==> config.mk <==
export PLATFORM = sky130hd
export DESIGN_NAME = compass_heading_from_field_top
export DESIGN_NICKNAME = d
export VERILOG_FILES = /design/src/sv/cfh_pkg.sv /design/src/sv/compass_heading_from_field_top.sv /design/src/sv/cfh_cell.sv /design/src/sv/cfh_heading.sv
export SDC_FILE = /design/constraint.sdc
export NUM_CORES = 2
export LEC_CHECK = 0
export BUFFER_PORTS_ARGS = -buffer_cell sky130_fd_sc_hd__buf_2
export CAP_MARGIN = 10
export CORE_ASPECT_RATIO = 1.2
export CORE_MARGIN = 2
export CORE_UTILIZATION = 30
export DETAILED_ROUTE_END_ITERATION = 16
export GPL_TIMING_DRIVEN = 0
export HOLD_SLACK_MARGIN = 0.12
export PLACE_DENSITY_LB_ADDON = 0.25
export SETUP_SLACK_MARGIN = 0.5
export SYNTH_ARGS = -nofsm -noshare
export SYNTH_HDL_FRONTEND = slang
export SYNTH_SLANG_ARGS = --single-unit
==> constraint.sdc <==
create_clock -name clk -period 5.8 [get_ports clk]
set_input_delay 0.58 -clock clk [delete_from_list [all_inputs] [get_ports clk]]
set_output_delay 0.58 -clock clk [all_outputs]
set_load 0.05 [all_outputs]
==> src/sv/cfh_pkg.sv <==
// ----------------------------------------------------------------------------
// cfh_pkg: shared types and constants for the compass heading block
// Angle formats, the arctangent table and the per-stage control word.
// ----------------------------------------------------------------------------
package cfh_pkg;

  localparam int AngleWidth = 26;
  localparam int AngleFrac  = 12;
  localparam int TableLen   = 24;
  localparam int DeclWidth  = 13;
  localparam int HeadWidth  = 13;
  localparam int RoundWidth = AngleWidth - AngleFrac;
  localparam int SumWidth   = RoundWidth + 1;
  localparam int GuardBits  = 3;

  localparam logic signed [AngleWidth-1:0] HalfTurnZ  = 26'sd11796480;
  localparam logic signed [AngleWidth-1:0] RoundHalf  = 26'sd2048;
  localparam logic signed [SumWidth-1:0]   FullTurn   = 15'sd5760;
  localparam logic signed [DeclWidth-1:0]  DeclReset  = 13'sd206;

  typedef struct packed {
    logic vld;
    logic zero;
  } ctl_t;

  typedef logic signed [AngleWidth-1:0] angle_t;

  function automatic angle_t atan_step(input int idx);
    angle_t v;
    case (idx)
      0:       v = 26'sd2949120;
      1:       v = 26'sd1740967;
      2:       v = 26'sd919879;
      3:       v = 26'sd466945;
      4:       v = 26'sd234379;
      5:       v = 26'sd117304;
      6:       v = 26'sd58666;
      7:       v = 26'sd29335;
      8:       v = 26'sd14668;
      9:       v = 26'sd7334;
      10:      v = 26'sd3667;
      11:      v = 26'sd1833;
      12:      v = 26'sd917;
      13:      v = 26'sd458;
      14:      v = 26'sd229;
      15:      v = 26'sd115;
      16:      v = 26'sd57;
      17:      v = 26'sd29;
      18:      v = 26'sd14;
      19:      v = 26'sd7;
      20:      v = 26'sd4;
      21:      v = 26'sd2;
      22:      v = 26'sd1;
      default: v = '0;
    endcase
    return v;
  endfunction

endpackage

==> src/sv/compass_heading_from_field_top.sv <==
// ----------------------------------------------------------------------------
// compass_heading_from_field_top: magnetometer heading by CORDIC
// atan2(Y, X) through a pipelined chain of vectoring cells plus declination.
// ----------------------------------------------------------------------------
//  channel  ports                                   handshake
//  input    start, busy, in_field_x, in_field_y     start & !busy
//  result   out_strobe, out_heading                 out_strobe, one cycle
//  config   cfg_valid, cfg_ready, cfg_declination   cfg_valid & cfg_ready
//
//  One word in every cycle; busy stays low.
//  Registered stages in order: pre-rotation, one per cell, output stage.
//  The cell chain is CORDIC_STEPS long, capped at the table length.
//  Synchronous reset clears stage valids; declination returns to 206.
//  The receiver cannot stall; every result shows for one cycle.
// ----------------------------------------------------------------------------
module compass_heading_from_field_top #(
  parameter int CORDIC_STEPS = 16,
  parameter int FIELD_WIDTH  = 24
) (
  input  logic                                  clk,
  input  logic                                  rst_n,
  input  logic                                  start,
  output logic                                  busy,
  input  logic signed [FIELD_WIDTH-1:0]         in_field_x,
  input  logic signed [FIELD_WIDTH-1:0]         in_field_y,
  output logic                                  out_strobe,
  output logic [cfh_pkg::HeadWidth-1:0]         out_heading,
  input  logic                                  cfg_valid,
  output logic                                  cfg_ready,
  input  logic signed [cfh_pkg::DeclWidth-1:0]  cfg_declination
);

  localparam int NSTEP = (CORDIC_STEPS > cfh_pkg::TableLen) ? cfh_pkg::TableLen : CORDIC_STEPS;
  localparam int DW    = FIELD_WIDTH + cfh_pkg::GuardBits;

  logic signed [cfh_pkg::DeclWidth-1:0] decl_r;
  cfh_pkg::ctl_t                        ctl_s [0:NSTEP];
  logic signed [DW-1:0]                 x_s   [0:NSTEP];
  logic signed [DW-1:0]                 y_s   [0:NSTEP];
  cfh_pkg::angle_t                      z_s   [0:NSTEP];

  cfh_pkg::ctl_t         ctl_r, ctl_nxt;
  logic signed [DW-1:0]  x_r, x_nxt;
  logic signed [DW-1:0]  y_r, y_nxt;
  cfh_pkg::angle_t       z_r, z_nxt;
  logic signed [DW-1:0]  x_ext, y_ext;

  assign busy      = 1'b0;
  assign cfg_ready = 1'b1;

  always_ff @(posedge clk) begin
    if (!rst_n) begin
      decl_r <= cfh_pkg::DeclReset;
    end else if (cfg_valid && cfg_ready) begin
      decl_r <= cfg_declination;
    end
  end

  // pre-rotate into the right half plane
  always_comb begin
    x_ext        = {{cfh_pkg::GuardBits{in_field_x[FIELD_WIDTH-1]}}, in_field_x};
    y_ext        = {{cfh_pkg::GuardBits{in_field_y[FIELD_WIDTH-1]}}, in_field_y};
    ctl_nxt.vld  = start && !busy;
    ctl_nxt.zero = (in_field_x == '0) && (in_field_y == '0);
    if (in_field_x[FIELD_WIDTH-1]) begin
      x_nxt = -x_ext;
      y_nxt = -y_ext;
      z_nxt = cfh_pkg::HalfTurnZ;
    end else begin
      x_nxt = x_ext;
      y_nxt = y_ext;
      z_nxt = '0;
    end
  end

  always_ff @(posedge clk) begin
    if (!rst_n) begin
      ctl_r <= '0;
    end else begin
      ctl_r <= ctl_nxt;
    end
  end

  always_ff @(posedge clk) begin
    x_r <= x_nxt;
    y_r <= y_nxt;
    z_r <= z_nxt;
  end

  assign ctl_s[0] = ctl_r;
  assign x_s[0]   = x_r;
  assign y_s[0]   = y_r;
  assign z_s[0]   = z_r;

  for (genvar i = 0; i < NSTEP; i++) begin : g_cell
    cfh_cell #(
      .DW   (DW),
      .STEP (i)
    ) u_cell (
      .clk     (clk),
      .rst_n   (rst_n),
      .ctl_in  (ctl_s[i]),
      .x_in    (x_s[i]),
      .y_in    (y_s[i]),
      .z_in    (z_s[i]),
      .ctl_out (ctl_s[i+1]),
      .x_out   (x_s[i+1]),
      .y_out   (y_s[i+1]),
      .z_out   (z_s[i+1])
    );
  end

  cfh_heading u_heading (
    .clk     (clk),
    .rst_n   (rst_n),
    .ctl_in  (ctl_s[NSTEP]),
    .z_in    (z_s[NSTEP]),
    .decl    (decl_r),
    .strobe  (out_strobe),
    .heading (out_heading)
  );

endmodule

==> src/sv/cfh_cell.sv <==
// ----------------------------------------------------------------------------
// cfh_cell: one vectoring CORDIC step
// Rotates the vector toward the X axis by atan(2^-STEP) and registers it.
// ----------------------------------------------------------------------------
module cfh_cell #(
  parameter int DW   = 27,
  parameter int STEP = 0
) (
  input  logic                   clk,
  input  logic                   rst_n,
  input  cfh_pkg::ctl_t          ctl_in,
  input  logic signed [DW-1:0]   x_in,
  input  logic signed [DW-1:0]   y_in,
  input  cfh_pkg::angle_t        z_in,
  output cfh_pkg::ctl_t          ctl_out,
  output logic signed [DW-1:0]   x_out,
  output logic signed [DW-1:0]   y_out,
  output cfh_pkg::angle_t        z_out
);

  localparam cfh_pkg::angle_t AtanVal = cfh_pkg::atan_step(STEP);

  cfh_pkg::ctl_t         ctl_r;
  logic signed [DW-1:0]  x_r, x_nxt;
  logic signed [DW-1:0]  y_r, y_nxt;
  cfh_pkg::angle_t       z_r, z_nxt;
  logic signed [DW-1:0]  xs, ys;

  always_comb begin
    xs = x_in >>> STEP;
    ys = y_in >>> STEP;
    if (!y_in[DW-1]) begin
      x_nxt = x_in + ys;
      y_nxt = y_in - xs;
      z_nxt = z_in + AtanVal;
    end else begin
      x_nxt = x_in - ys;
      y_nxt = y_in + xs;
      z_nxt = z_in - AtanVal;
    end
  end

  always_ff @(posedge clk) begin
    if (!rst_n) begin
      ctl_r <= '0;
    end else begin
      ctl_r <= ctl_in;
    end
  end

  always_ff @(posedge clk) begin
    x_r <= x_nxt;
    y_r <= y_nxt;
    z_r <= z_nxt;
  end

  assign ctl_out = ctl_r;
  assign x_out   = x_r;
  assign y_out   = y_r;
  assign z_out   = z_r;

endmodule

==> src/sv/cfh_heading.sv <==
// ----------------------------------------------------------------------------
// cfh_heading: heading rounding, declination and wrap
// Rounds the angle to sixteenths, adds declination, wraps into 0..5759.
// ----------------------------------------------------------------------------
module cfh_heading (
  input  logic                                    clk,
  input  logic                                    rst_n,
  input  cfh_pkg::ctl_t                           ctl_in,
  input  cfh_pkg::angle_t                         z_in,
  input  logic signed [cfh_pkg::DeclWidth-1:0]    decl,
  output logic                                    strobe,
  output logic [cfh_pkg::HeadWidth-1:0]           heading
);

  logic                                       strobe_r;
  logic [cfh_pkg::HeadWidth-1:0]              heading_r, heading_nxt;
  cfh_pkg::angle_t                            z_sel, z_rnd;
  logic signed [cfh_pkg::RoundWidth-1:0]      rnd;
  logic signed [cfh_pkg::SumWidth-1:0]        sum, wrapped;

  always_comb begin
    z_sel = ctl_in.zero ? '0 : z_in;
    z_rnd = (z_sel + cfh_pkg::RoundHalf) >>> cfh_pkg::AngleFrac;
    rnd   = z_rnd[cfh_pkg::RoundWidth-1:0];
    sum   = cfh_pkg::SumWidth'(rnd) + cfh_pkg::SumWidth'(decl);
    if (sum[cfh_pkg::SumWidth-1]) begin
      wrapped = sum + cfh_pkg::FullTurn;
    end else if (sum >= cfh_pkg::FullTurn) begin
      wrapped = sum - cfh_pkg::FullTurn;
    end else begin
      wrapped = sum;
    end
    heading_nxt = wrapped[cfh_pkg::HeadWidth-1:0];
  end

  always_ff @(posedge clk) begin
    if (!rst_n) begin
      strobe_r <= 1'b0;
    end else begin
      strobe_r <= ctl_in.vld;
    end
  end

  always_ff @(posedge clk) begin
    heading_r <= heading_nxt;
  end

  assign strobe  = strobe_r;
  assign heading = heading_r;

endmodule

==> qor.txt <==
Status: complete, no violations
Area grow syn2layout: 13.2%
Post-synthesis xor/xnor area fraction: 14.5%
Rel. slew slack: 3.98%
Clock Latency Late Sink: 0.82 ns
NumNets Final: 12022
H-Tree Depth: 4
First-pass GRT wire length: 382000 µm
Vias in the first global route: 72115
WP data arrival: 5.85 ns
CP endpoint kind: flip-flop
Final Worst Setup Slack: 0.644 ns
Share of cells above drive strength 1: 4.93%
Post-synthesis mux area share: 0.981%
Core Region: 0.293 mm²
Clk sink count: 1216
Largest cells by area after synthesis: dfxtp_1 (28%), ha_1 (16%), xnor2_1 (9.9%)
Startpoint types: flip-flop
Reg2Reg Setup Slack: 0.64 ns
Vias/cell: 4.95
Initial DRC Count: 3288
WL final: 242000 µm
Commonest cells in the netlist: dfxtp_1 (1216), ha_1 (1163), nor2_1 (1035), a21oi_1 (1026), xnor2_1 (999)
Final HPWL DP: 199000 µm
Final RePlAce weighted congestion: 0.894
Setup TNS: 0 ns
Adder-Cell Fraction of Synth Area: 17.4%
Simple-gate share of the synthesized area: 16.1%
Complex-gate fraction of the synthesized area: 20.7%
Largest family of logic cells by synthesized area: compound AO/OA/AOI/OAI gates
Area of the multi-input gates: 0.0615 mm²
FILL cells: 30989
Residual DRC: 0
Setup violators final: 0
Total die area: 0.299 mm²
Yosys Warn Count: 0
FF/Latch Area: 0.0244 mm²
RSZ-0062 raised after global routing: yes
I/O pins: 81
Period minus WS final: 5.16 ns
CP Launch Point: g_cell[1].u_cell.y_out[26]$_DFF_P_
Routed WL per cell: 16.4 µm
Ys flop type: dfxtp_1
Worst hold margin: 0.283 ns
Max_cap viols: 0
Part of the cycle the worst path needs: 88.9%
Worst hold stages: 2
Pre-antenna DRT Iters: 6
Sequential fraction of the synthesis area: 27.6%
GRT Total Usage: 15.7%
CP max FO: 12
Post-DRT Antenna Nets: 0
R2R depth: 14
Largest net degree at the start of global routing: 25
CTS tree: done
Reg2reg start: g_cell[1].u_cell.y_out[26]$_DFF_P_
Vias: 72992
Dpl ws: -0.732 ns
Cts bufs inserted: 148
Final Hold Viols: 0
Clk slew on worst S/H paths: 0.06 ns
CTS max path bufs: 3
Clock skew: 0.0623 ns
Critical Path RT: 6.50 ns
Yosys reg bits: 1216
Worst reg2reg path endpoint: g_cell[2].u_cell.x_out[25]$_DFF_P_
Hold EP: g_cell[0].u_cell.ctl_out[1]$_SDFF_PN0_
Initial antenna violation count: 5
Yosys top cell by area: dfxtp_1
HP Start: rst_n
Final Max Slew Viols: 0
Clock root buffer: clkbuf_16
Row count: 218
EDFF count, synth: 0
Die Width: 499 µm
Global route total overflow: 0
Yosys top cell area share: 27.6%
Count of cell types in the netlist: 95
Buffers on Ports: 76
Die Span Y: 598 µm
Mapped Area: 0.0884 mm²
Dominant cell by count in the synthesized netlist: dfxtp_1
Avg Inst Size Synth: 8.48 µm²
Hold Path Class: primary input to flip-flop
Post-synthesis cell count: 10422
Critical path class: flip-flop to flip-flop
Peak Freq: 194 MHz
Worst Tran Pin Value: 1.44 ns
Initial core utilization: 30.1%
Share of synthesized flip-flops with an asynchronous set or reset: 0%
## area by class of cell
type / instances / area share (%)
well taps: 3850 / 4.81
clock inverters: 80 / 1.22
diodes: 12 / 0.0300
clock buffers: 192 / 4.13
flip-flops and latches: 1216 / 24.3
inverters: 512 / 1.93
multi-input cells: 8545 / 61.5
plain buffers: 152 / 0.613
repair buffers: 180 / 1.41
## what timing repair did
item / 4_1_cts / 5_1_grt
buffers inserted: 1 / 2
hold endpoints to repair: 76 / 0
hold buffers: 100 / 0
endpoints found under the setup margin: 65 / 46
resized for setup: 22 / 30
## routing by layer
| metal | up-vias | wire [µm] | global-route usage, % |
|---|---|---|---|
| li1 | 37938 | - | - |
| met1 | 33636 | 97600 | 16.9 |
| met2 | 994 | 128000 | 30.7 |
| met3 | 424 | 6530 | 1.77 |
| met4 | 0 | 10100 | 6.53 |
| met5 | - | 0 | 0 |
## stage by stage
stage / utilization [%] / instance area [µm²] / instances
after global routing: 34.1 / 100000 / 14739
after floorplan: - / 88400 / 10425
after CTS: 34.1 / 100000 / 14725
after detailed placement: 31.9 / 93600 / 14352
final: 34.1 / 100000 / 14739
after global placement: 31.9 / 93600 / 14351
## worst max-delay path by stage
| stage | endpoint | slack, ns |
|---|---|---|
| detailed placement | g_cell[2].u_cell.x_out[26]$_DFF_P_ | -0.73 |
| global placement | g_cell[2].u_cell.x_out[26]$_DFF_P_ | -0.74 |
| global route | g_cell[7].u_cell.x_out[25]$_DFF_P_ | 0.40 |
| finish | g_cell[2].u_cell.x_out[25]$_DFF_P_ | 0.64 |
| CTS | g_cell[2].u_cell.x_out[26]$_DFF_P_ | 0.49 |
| floorplan | g_cell[13].u_cell.y_out[26]$_DFF_P_ | 1.63 |
## critical path, cell delays in order, from the launching register on
cell,delay (ns)
dfxtp_2,0.61
buf_2,0.55
clkbuf_2,0.42
mux2i_1,0.36
ha_1,0.16
nor2b_1,0.10
o21ai_0,0.09
a21boi_0,0.35
o2111ai_1,0.24
a311o_1,0.45
a2111oi_2,0.67
o21ai_0,0.34
a31oi_1,0.36
mux2i_1,0.22
nand2_1,0.07
## registers in the layout, indices dropped and copies added, names as in the netlist
register,cells
g_cell.u_cell.z_out,358
z_r,1
u_heading.strobe,1
u_heading.heading,13
ctl_r,2
x_r,27
g_cell.u_cell.y_out,378
decl_r,13
y_r,27
g_cell.u_cell.x_out,364
g_cell.u_cell.ctl_out,32
## cells by family (layout without fill, tap and decap cells)
logic type      after synthesis  after routing
fa+ha+maj                  1202           1202
flops                      1216           1216
mux                          82             82
compound gates             2862           2862
simple gates               2935           2935
xor+xnor                   1459           1459
buf+inv                     664           1116
other cells                   2             17
## placed cells by master (no fill, tap or decap), types with 148 or more instances in the layout
cell type,n
a21o_1,386
nor2_1,1035
dfxtp_1,1204
o21ai_0,424
ha_1,1163
inv_1,502
clkbuf_16,148
nand2b_1,164
a21oi_1,1026
o21a_1,155
nor3_1,324
nand3_1,186
xnor2_1,999
xor2_1,460
nand2_1,469
o21bai_1,148
Power is not shown: default switching activity piles up to over one toggle a cycle in this logic, so the estimate is an artifact.
